==> config.mk <==
export PLATFORM = sky130hd
export DESIGN_NAME = bgbp_ctrl
export DESIGN_NICKNAME = d
export VERILOG_FILES = /design/src/hdl/bgbp_pkg.sv /design/src/hdl/bgbp_ctrl.sv
export SDC_FILE = /design/constraint.sdc
export NUM_CORES = 1
export LEC_CHECK = 0
export BUFFER_PORTS_ARGS = -buffer_cell sky130_fd_sc_hd__clkbuf_2
export CORE_AREA = 10 10 47 49
export DETAILED_ROUTE_END_ITERATION = 6
export DIE_AREA = 0 0 57 59
export GPL_TIMING_DRIVEN = 0
export PLACE_DENSITY_LB_ADDON = 0.1
export SYNTH_ARGS = -nofsm -noshare
export SYNTH_HDL_FRONTEND = slang
export SYNTH_SLANG_ARGS = --single-unit
export TNS_END_PERCENT = 5
==> constraint.sdc <==
create_clock -name clk -period 1.09 [get_ports clk]
set_input_delay 0.0545 -clock clk [delete_from_list [all_inputs] [get_ports clk]]
set_output_delay 0.0545 -clock clk [all_outputs]
set_load 0.1 [all_outputs]
==> src/hdl/bgbp_pkg.sv <==
// ----------------------------------------------------------------------------
// bgbp_pkg: shared types and constants
// widths, outcome codes, register indexes and controller command struct
// ----------------------------------------------------------------------------
package bgbp_pkg;

  localparam int unsigned ADDR_W       = 48;
  localparam int unsigned LEN_W        = 4;
  localparam int unsigned COST_W       = 4;
  localparam int unsigned SUM_W        = 48;
  localparam int unsigned CFG_IDX_W    = 2;
  localparam int unsigned BTB_ENTRIES  = 64;
  localparam int unsigned HISTORY_BITS = 4;

  localparam logic [COST_W-1:0] PLAIN_COST_RST      = 4'd1;
  localparam logic [COST_W-1:0] HIT_COST_RST        = 4'd1;
  localparam logic [COST_W-1:0] MISS_COST_RST       = 4'd5;
  localparam logic [COST_W-1:0] MISPREDICT_COST_RST = 4'd4;

  typedef enum logic [1:0] {
    OUT_NONBRANCH = 2'd0,
    OUT_HIT       = 2'd1,
    OUT_MISS      = 2'd2,
    OUT_MISPRED   = 2'd3
  } outcome_t;

  typedef enum logic [1:0] {
    REG_PLAIN      = 2'd0,
    REG_HIT        = 2'd1,
    REG_MISS       = 2'd2,
    REG_MISPREDICT = 2'd3
  } reg_idx_t;

  // controller to datapath
  typedef struct packed {
    logic load;    // capture input transaction, launch btb read
    logic resolve; // evaluate, update tables and totals, fill output
  } dp_cmd_t;

endpackage

==> src/hdl/bgbp_ctrl.sv <==
// ----------------------------------------------------------------------------
// bgbp_ctrl: controller
// sequences load, table read and resolve for one transaction at a time
// ----------------------------------------------------------------------------
module bgbp_ctrl (
  input  logic              clk,
  input  logic              rst_n,
  input  logic              in_valid,
  output logic              in_ready,
  input  logic              out_valid,
  input  logic              out_ready,
  output bgbp_pkg::dp_cmd_t cmd
);

  typedef enum logic [2:0] {
    ST_IDLE    = 3'b001,
    ST_READ    = 3'b010,
    ST_RESOLVE = 3'b100
  } state_t;

  state_t state_r, state_nxt;
  logic   out_free;

  // output register free now or being emptied this cycle
  assign out_free    = !out_valid || out_ready;
  assign in_ready    = (state_r == ST_IDLE);
  assign cmd.load    = in_valid && in_ready;
  assign cmd.resolve = (state_r == ST_RESOLVE) && out_free;

  always_comb begin
    state_nxt = state_r;
    case (state_r)
      ST_IDLE:    if (in_valid) state_nxt = ST_READ;
      ST_READ:    state_nxt = ST_RESOLVE;
      ST_RESOLVE: if (out_free) state_nxt = ST_IDLE;
      default:    state_nxt = ST_IDLE;
    endcase
  end

  always_ff @(posedge clk) begin
    if (!rst_n) state_r <= ST_IDLE;
    else        state_r <= state_nxt;
  end

endmodule

======== Word level (Yosys, flattened, before mapping) ========
Cells that the tools add are included.
Widths: inputs -> output; s select.
cells by class
  muxes and demuxes ....................... 3
  eq/ne operators ......................... 5
  reductions and logical operators ........ 5
operator list
  kind                number
  $pmux 3 s3          1
  $mux 3              2
  $ne 2x2->1 const B  2
  $eq 3x1->1 const B  1
  $eq 3x2->1 const B  1
  $eq 3x3->1 const B  1
  $logic_and 1x1->1   2
  $reduce_and 2->1    1
  $logic_not 1->1     1
  $logic_or 1x1->1    1
word-level totals
  output and inout port bits .............. 3
  register bits after elaboration ......... 3
  input bits .............................. 5
  logic and storage cells ................. 14

======== Longest topological paths before layout ========
Gate-level depths: netlist (run 1).
  depth after elaboration ................. 4
  depth in mapped cells ................... 3
  gate-level depth less buffers ........... 3

======== Worst setup path before layout (run 1) ========
No wires, ideal clock.
  kind .................................... flip-flop to output port
  start point ............................. reg state_r[2]
  end point ............................... out cmd[0] (netlist name)
  setup slack ............................. -1.452 ns
  arrival ................................. 2.487 ns
  required time ........................... 1.036 ns
  buffers on the path ..................... 0
  stages on the path, launching flop included .. 3
  cells stage by stage .................... dfxtp_1 > nand2b_1 > nor3_1
RTL lines
  what                    RTL line         text
  from (decl)             bgbp_ctrl.sv:21  state_t state_r, state_nxt;
  from (signal assigned)  bgbp_ctrl.sv:42  else state_r <= state_nxt;
  to (decl)               bgbp_ctrl.sv:12  output bgbp_pkg::dp_cmd_t cmd

==> results of run 1 <==
-- cells in the final DEF (no fill, tap or decap), drive strengths merged --
master / synthesis / final
clkbuf: 0 / 11
nor3b: 4 / 4
dfxtp: 3 / 3
nor2b: 2 / 2
and2: 1 / 1
nand2b: 1 / 1
nor3: 1 / 1
and3: 1 / 1
o31ai: 1 / 1
mux2i: 1 / 1
buf: 0 / 1
-- per-layer routing --
layer / global-route usage, % / part of all wire, % / up-vias
met3: 2.79 / 15 / 2
met5: 0 / 0 / -
met4: 4.03 / 3.8 / 0
met2: 3.41 / 38 / 9
li1: - / - / 80
met1: 3.07 / 43 / 62
-- cells in the mapped netlist --
cell	count	share of area, %
sky130_fd_sc_hd__nor3b_1	3	14
sky130_fd_sc_hd__nand2b_1	1	4.0
sky130_fd_sc_hd__nor3b_2	1	8.0
sky130_fd_sc_hd__dfxtp_1	3	38
sky130_fd_sc_hd__o31ai_2	1	8.0
sky130_fd_sc_hd__and2_4	1	5.6
sky130_fd_sc_hd__nor2b_1	2	8.0
sky130_fd_sc_hd__mux2i_1	1	6.4
sky130_fd_sc_hd__and3_1	1	4.0
sky130_fd_sc_hd__nor3_1	1	3.2
-- final cells by class --
type / count / area share, %
repair buffers: 8 / 25.3
clock buffers: 4 / 9.01
flip-flops and latches: 3 / 21.9
multi-input cells: 12 / 36.9
well taps: 16 / 6.87
-- power by group --
group | switching [mW] | internal [mW]
combinational | 0.0794 | 0.0504
sequential | 0.00791 | 0.118
clock | 0.0566 | 0.137
-- how the worst min path moves through the flow --
stage	cells past startpoint	endpoint	start	slack (ns)
2_1_floorplan	1	state_r[0]	rst_n	0.12
4_1_cts	2	state_r[0]	rst_n	0.01
3_5_place_dp	2	state_r[0]	rst_n	0.25
3_3_place_gp	2	state_r[0]	rst_n	0.26
6_report	2	state_r[0]	rst_n	0.02
5_1_grt	2	state_r[0]	rst_n	0.02
-- worst max-delay path: stages (launching register included) --
cell and delay, ns:
sky130_fd_sc_hd__dfxtp_2 0.34, sky130_fd_sc_hd__nor3b_4 0.22, sky130_fd_sc_hd__and2_4 0.18, sky130_fd_sc_hd__clkbuf_16 0.19
-- timing repair --
action	in CTS	in global routing
setup buffers	1	0
gates resized for setup	7	0
pin swaps	2	0
endpoints found under the setup margin	3	5
-- stage by stage --
stage | hold WS (ns) | TNS, ns | setup WS (ns)
after floorplan | 0.119 | -2.79 | -0.855
after global placement | 0.256 | -0.283 | -0.161
after detailed placement | 0.255 | -0.315 | -0.174
after CTS | 0.0127 | -0.422 | -0.163
after global routing | 0.0176 | -0.622 | -0.211
final | 0.0187 | -0.337 | -0.136
-- logic make-up (layout without fill, tap and decap cells) --
family                 after synthesis  in the layout  synth area share, %
AND/OR/NAND/NOR                     10             10                 47.2
buffers and inverters                0             12                    0
AO/OA/AOI/OAI                        1              1                 8.00
multiplexers                         1              1                 6.40
flip-flops                           3              3                 38.4
==> reports/summary.txt, run 1 <==
LAYOUT
-------------------------------------------------------------------------------------
Area of all sequential standard cells                                        63.8 um2
Total area of multi-input combinational cells                                 108 um2
Number of flip-flops in the largest register                                        3
Count of non-filler cells in the finished layout                                   43
Largest registers                                                        state_r: 3 flops
Layout-stage area growth over the synthesis result                              86.4%
Final layout net count                                                             33
Finished layout cell area                                                     292 um2
Register ranked first by flip-flop count                                      state_r
Filler cells                                                                      165
Antenna cells                                                                       0
Layout cells sized above 1                                                      66.7%
Utilization after layout                                                        20.8%

POWER
-------------------------------------------------------------------------------------
Overall power consumption                                                    0.449 mW
Worst-case vdd ir drop                                                     0.000462 V
Static leakage                                                               0.118 nW
Power density over cell area                                              1540 nW/um2

TIMING
-------------------------------------------------------------------------------------
Final hold vios                                                                     0
Max Freq                                                                    0.816 GHz
Final setup vio count                                                               3
Setup clock skew after layout                                              0.00285 ns
Final Critical Period                                                         1.23 ns
Pins Over Slew Limit                                                                0
Transition time of the tightest slew-check pin                               0.302 ns
Headroom to the max-slew limit                                                  80.0%
Crit path setup slack, layout                                               -0.136 ns
Final period util                                                                112%
Setup repair after global routing missed its margin                              true

CRITICAL PATH
-------------------------------------------------------------------------------------
Crit path launch                                                           state_r[2]
Nature of the critical path startpoint                                           flop
Worst r2r src                                                              state_r[0]
Crit path arrival time                                                        1.17 ns
Worst R2R End                                                              state_r[0]
Highest net fanout along the worst path                                             4
R2R Setup Slk                                                                 0.03 ns
CP endpoint                                                                    cmd[1]
Critical path endpoint category                                           output port
Cell depth of the worst flop-to-flop path                                           4
Type of the worst setup path                                               reg -> out
Required arrival time at the worst endpoint                                   1.04 ns

ROUTING
-------------------------------------------------------------------------------------
Detailed-route via count                                                          153
Number of antenna-violating nets in the routed design                               0
Vias per inst                                                                    3.56
Mean routed wirelength per cell                                               9.86 um
Drt pass-1 iters                                                                    1
Final wirelength                                                               424 um
DRC viols                                                                           0
Count of routing violations after the opening detailed-route iteration              0

CLOCK NETWORK
-------------------------------------------------------------------------------------
# hold bufs at CTS                                                                  0
Max Root-Sink Buffers                                                               2
Clk slew on worst S/H paths                                                   0.04 ns
Clock latency reported for the late side of the worst-skew pair               0.23 ns
Number of sinks on the clock net                                                    3
Total CTS buffers                                                                   3
CTS tree                                                                        built
Root buffer cell                                                         sky130_fd_sc_hd__clkbuf_4
Number of H-tree levels                                                             1

FLOORPLANNING
-------------------------------------------------------------------------------------
Die X-Extent                                                                    57 um
Die Area                                                                     3360 um2
IO Pins                                                                             8
Total core area                                                              1400 um2
Initial cell density of the core                                                11.2%
Vertical die dimension                                                          59 um
FP Rows                                                                            14

GLOBAL ROUTING
-------------------------------------------------------------------------------------
All-layer global routing usage                                                  3.15%
Pin count of the biggest net entering global routing                                6
Initial antenna violation count                                                     0
Number of global-route vias before repair                                         183
Global route total overflow                                                         0
First-pass GRT wire length                                                     745 um

WORST HOLD PATH
-------------------------------------------------------------------------------------
Path category of the worst min-delay check                                  in -> reg

STATUS
-------------------------------------------------------------------------------------
Violated checks                                                          negative setup slack
Outcome                                                                  finished with violations

PLACED DESIGN
-------------------------------------------------------------------------------------
Gpl congestion                                                                  0.630
Placed cell area                                                              225 um2
Number of placed cells counting well taps                                          38
Count of buffers from port buffering                                                7

SYNTHESIS
-------------------------------------------------------------------------------------
Yosys cell types                                                                   10
Synthesized flop and latch total                                                    3
Warnings, synthesis                                                                 0
Synthesized area per cell                                                    10.4 um2
Cell count after synthesis                                                         15
Register area share after synthesis                                             38.4%
Syn_nets                                                                           20
Mapped cell area                                                              156 um2

RUN
-------------------------------------------------------------------------------------
Max capacitance violation total                                                     0

Note: power is estimated with default switching activity, not from simulation.
==> run 2, diff against run 1 <==
Settings changed: BUFFER_PORTS_ARGS -buffer_cell sky130_fd_sc_hd__clkbuf_2 to -buffer_cell sky130_fd_sc_hd__buf_2, CAP_MARGIN set to 20.
==> reports/summary.txt, run 2 (synthesis results as in run 1) <==
STATUS
----------------------------------------------------------------------------------------
Outcome                                                                     finished with violations
Violated checks                                                             negative setup slack

TIMING
----------------------------------------------------------------------------------------
Crit path setup slack, layout                                                  -0.122 ns
Final period util                                                                   111%
Final setup vio count                                                                  3
Max Freq                                                                       0.825 GHz
Headroom to the max-slew limit                                                     81.5%
Final hold vios                                                                        0
Final-layout worst hold slack                                                  0.0316 ns
Final Critical Period                                                            1.21 ns
Transition time of the tightest slew-check pin                                  0.279 ns
Setup repair after global routing missed its margin                                 true
Setup clock skew after layout                                                 0.00347 ns
Pins Over Slew Limit                                                                   0

CRITICAL PATH
----------------------------------------------------------------------------------------
Crit path arrival time                                                           1.16 ns
Category of cells accounting for the largest share of critical-path delay   simple AND/OR/NAND/NOR gates
Type of the worst setup path                                                  reg -> out
Critical path endpoint category                                              output port
Worst r2r src                                                                 state_r[0]
Cell depth of the worst flop-to-flop path                                              4
Worst R2R End                                                                 state_r[0]
Worst Path Buf+Inv                                                                     1
Crit-path cells                                                             nor3b_4, and2_4, buf_12
Highest net fanout along the worst path                                                4
Largest stage delay, worst path                                                  0.34 ns
Critical Path Slowest Stage Cell                                            sky130_fd_sc_hd__dfxtp_2
R2R Setup Slk                                                                    0.06 ns
Required arrival time at the worst endpoint                                      1.04 ns
Nature of the critical path startpoint                                              flop

PLACED DESIGN
----------------------------------------------------------------------------------------
Gpl congestion                                                                     0.612
Detail Placement HPWL                                                             372 um
Count of buffers from port buffering                                                   7
Number of placed cells counting well taps                                             38

ROUTING
----------------------------------------------------------------------------------------
Number of antenna-violating nets in the routed design                                  0
DRC viols                                                                              0
Count of routing violations after the opening detailed-route iteration                 2
Final wirelength                                                                  464 um
Detailed-route via count                                                             154
Mean routed wirelength per cell                                                  10.8 um
Vias per inst                                                                       3.58
Drt pass-1 iters                                                                       2

CLOCK NETWORK
----------------------------------------------------------------------------------------
Root buffer cell                                                            sky130_fd_sc_hd__clkbuf_4
Total CTS buffers                                                                      3
Number of sinks on the clock net                                                       3
Number of H-tree levels                                                                1
Clk slew on worst S/H paths                                                      0.04 ns
Clock latency reported for the late side of the worst-skew pair                  0.23 ns
CTS tree                                                                           built
Max Root-Sink Buffers                                                                  2

WORST HOLD PATH
----------------------------------------------------------------------------------------
Worst hold path endpoint                                                      state_r[0]
Path category of the worst min-delay check                                     in -> reg
Hold Startpoint                                                                    rst_n
Hold path depth                                                                        2

FLOORPLANNING
----------------------------------------------------------------------------------------
Die Area                                                                        3360 um2
Total core area                                                                 1400 um2
Vertical die dimension                                                             59 um
IO Pins                                                                                8
FP Rows                                                                               14
Initial cell density of the core                                                   11.2%
Die X-Extent                                                                       57 um

GLOBAL ROUTING
----------------------------------------------------------------------------------------
Number of global-route vias before repair                                            169
Global route total overflow                                                            0
All-layer global routing usage                                                     3.32%
First-pass GRT wire length                                                        724 um
Pin count of the biggest net entering global routing                                   6
Initial antenna violation count                                                        0

LAYOUT
----------------------------------------------------------------------------------------
Final layout net count                                                                33
Register ranked first by flip-flop count                                         state_r
Count of non-filler cells in the finished layout                                      43
Leading cell type in the layout, fill and taps excluded                     sky130_fd_sc_hd__buf_2
Largest registers                                                           state_r: 3 flops
Layout cells sized above 1                                                         66.7%
Commonest non-fill, non-tap cells in the layout                             4 x sky130_fd_sc_hd__buf_2, 3 x sky130_fd_sc_hd__nor3b_1, 3 x sky130_fd_sc_hd__clkbuf_4, 3 x sky130_fd_sc_hd__dfxtp_2
Area of all sequential standard cells                                           63.8 um2
Layout-stage area growth over the synthesis result                                 81.6%
Antenna cells                                                                          0
Number of flip-flops in the largest register                                           3
Total area of multi-input combinational cells                                    108 um2
Filler cells                                                                         170

POWER
----------------------------------------------------------------------------------------
Overall power consumption                                                       0.449 mW
Worst-case vdd ir drop                                                        0.000501 V
Power density over cell area                                                 1580 nW/um2
Static leakage                                                                  0.114 nW

RUN
----------------------------------------------------------------------------------------
Max capacitance violation total                                                        0

[run 2: area by class of cell]
cell class | count | share of cell area (%)
Clock buffer | 4 | 9.25
Multi-Input combinational cell | 12 | 37.9
Sequential cell | 3 | 22.5
Tap cell | 16 | 7.05
Timing Repair Buffer | 8 | 23.3
[run 2: repair_timing]
action,4_1_cts,5_1_grt
setup buffers,1,0
endpoints found under the setup margin,3,5
pin swaps,2,1
hold buffers,0,0
gates resized for setup,8,0
hold endpoints to repair,0,0
[run 2: per-layer routing]
metal	vias up	wire [um]	global-route usage, %
li1	80	-	-
met1	61	204	3.07
met2	9	173	3.26
met3	4	57	2.58
met4	0	29	6.04
met5	-	0	0
[run 2: worst max-delay path by stage]
stage                     depth (start not counted)  startpoint         end
after floorplan                                   3  state_r[1]  state_r[0]
after global placement                            3  state_r[2]      cmd[1]
after detailed placement                          3  state_r[2]      cmd[1]
after CTS                                         3  state_r[2]      cmd[1]
after global routing                              3  state_r[0]      cmd[1]
final                                             3  state_r[2]      cmd[1]
[run 2: metrics by stage]
step | TNS [ns] | cell area [um2] | utilization, % | setup slack (ns)
after floorplan | -2.79 | 170 | - | -0.855
after global placement | -0.180 | 225 | 16.1 | -0.124
after detailed placement | -0.191 | 225 | 16.1 | -0.135
after CTS | -0.352 | 284 | 20.3 | -0.149
after global routing | -0.484 | 284 | 20.3 | -0.200
final | -0.273 | 284 | 20.3 | -0.122
[run 2: power by group]
| part | switching, mW | internal, mW |
|---|---|---|
| clock | 0.0569 | 0.137 |
| sequential | 0.00815 | 0.118 |
| combinational | 0.0808 | 0.0486 |
| total | 0.146 | 0.303 |
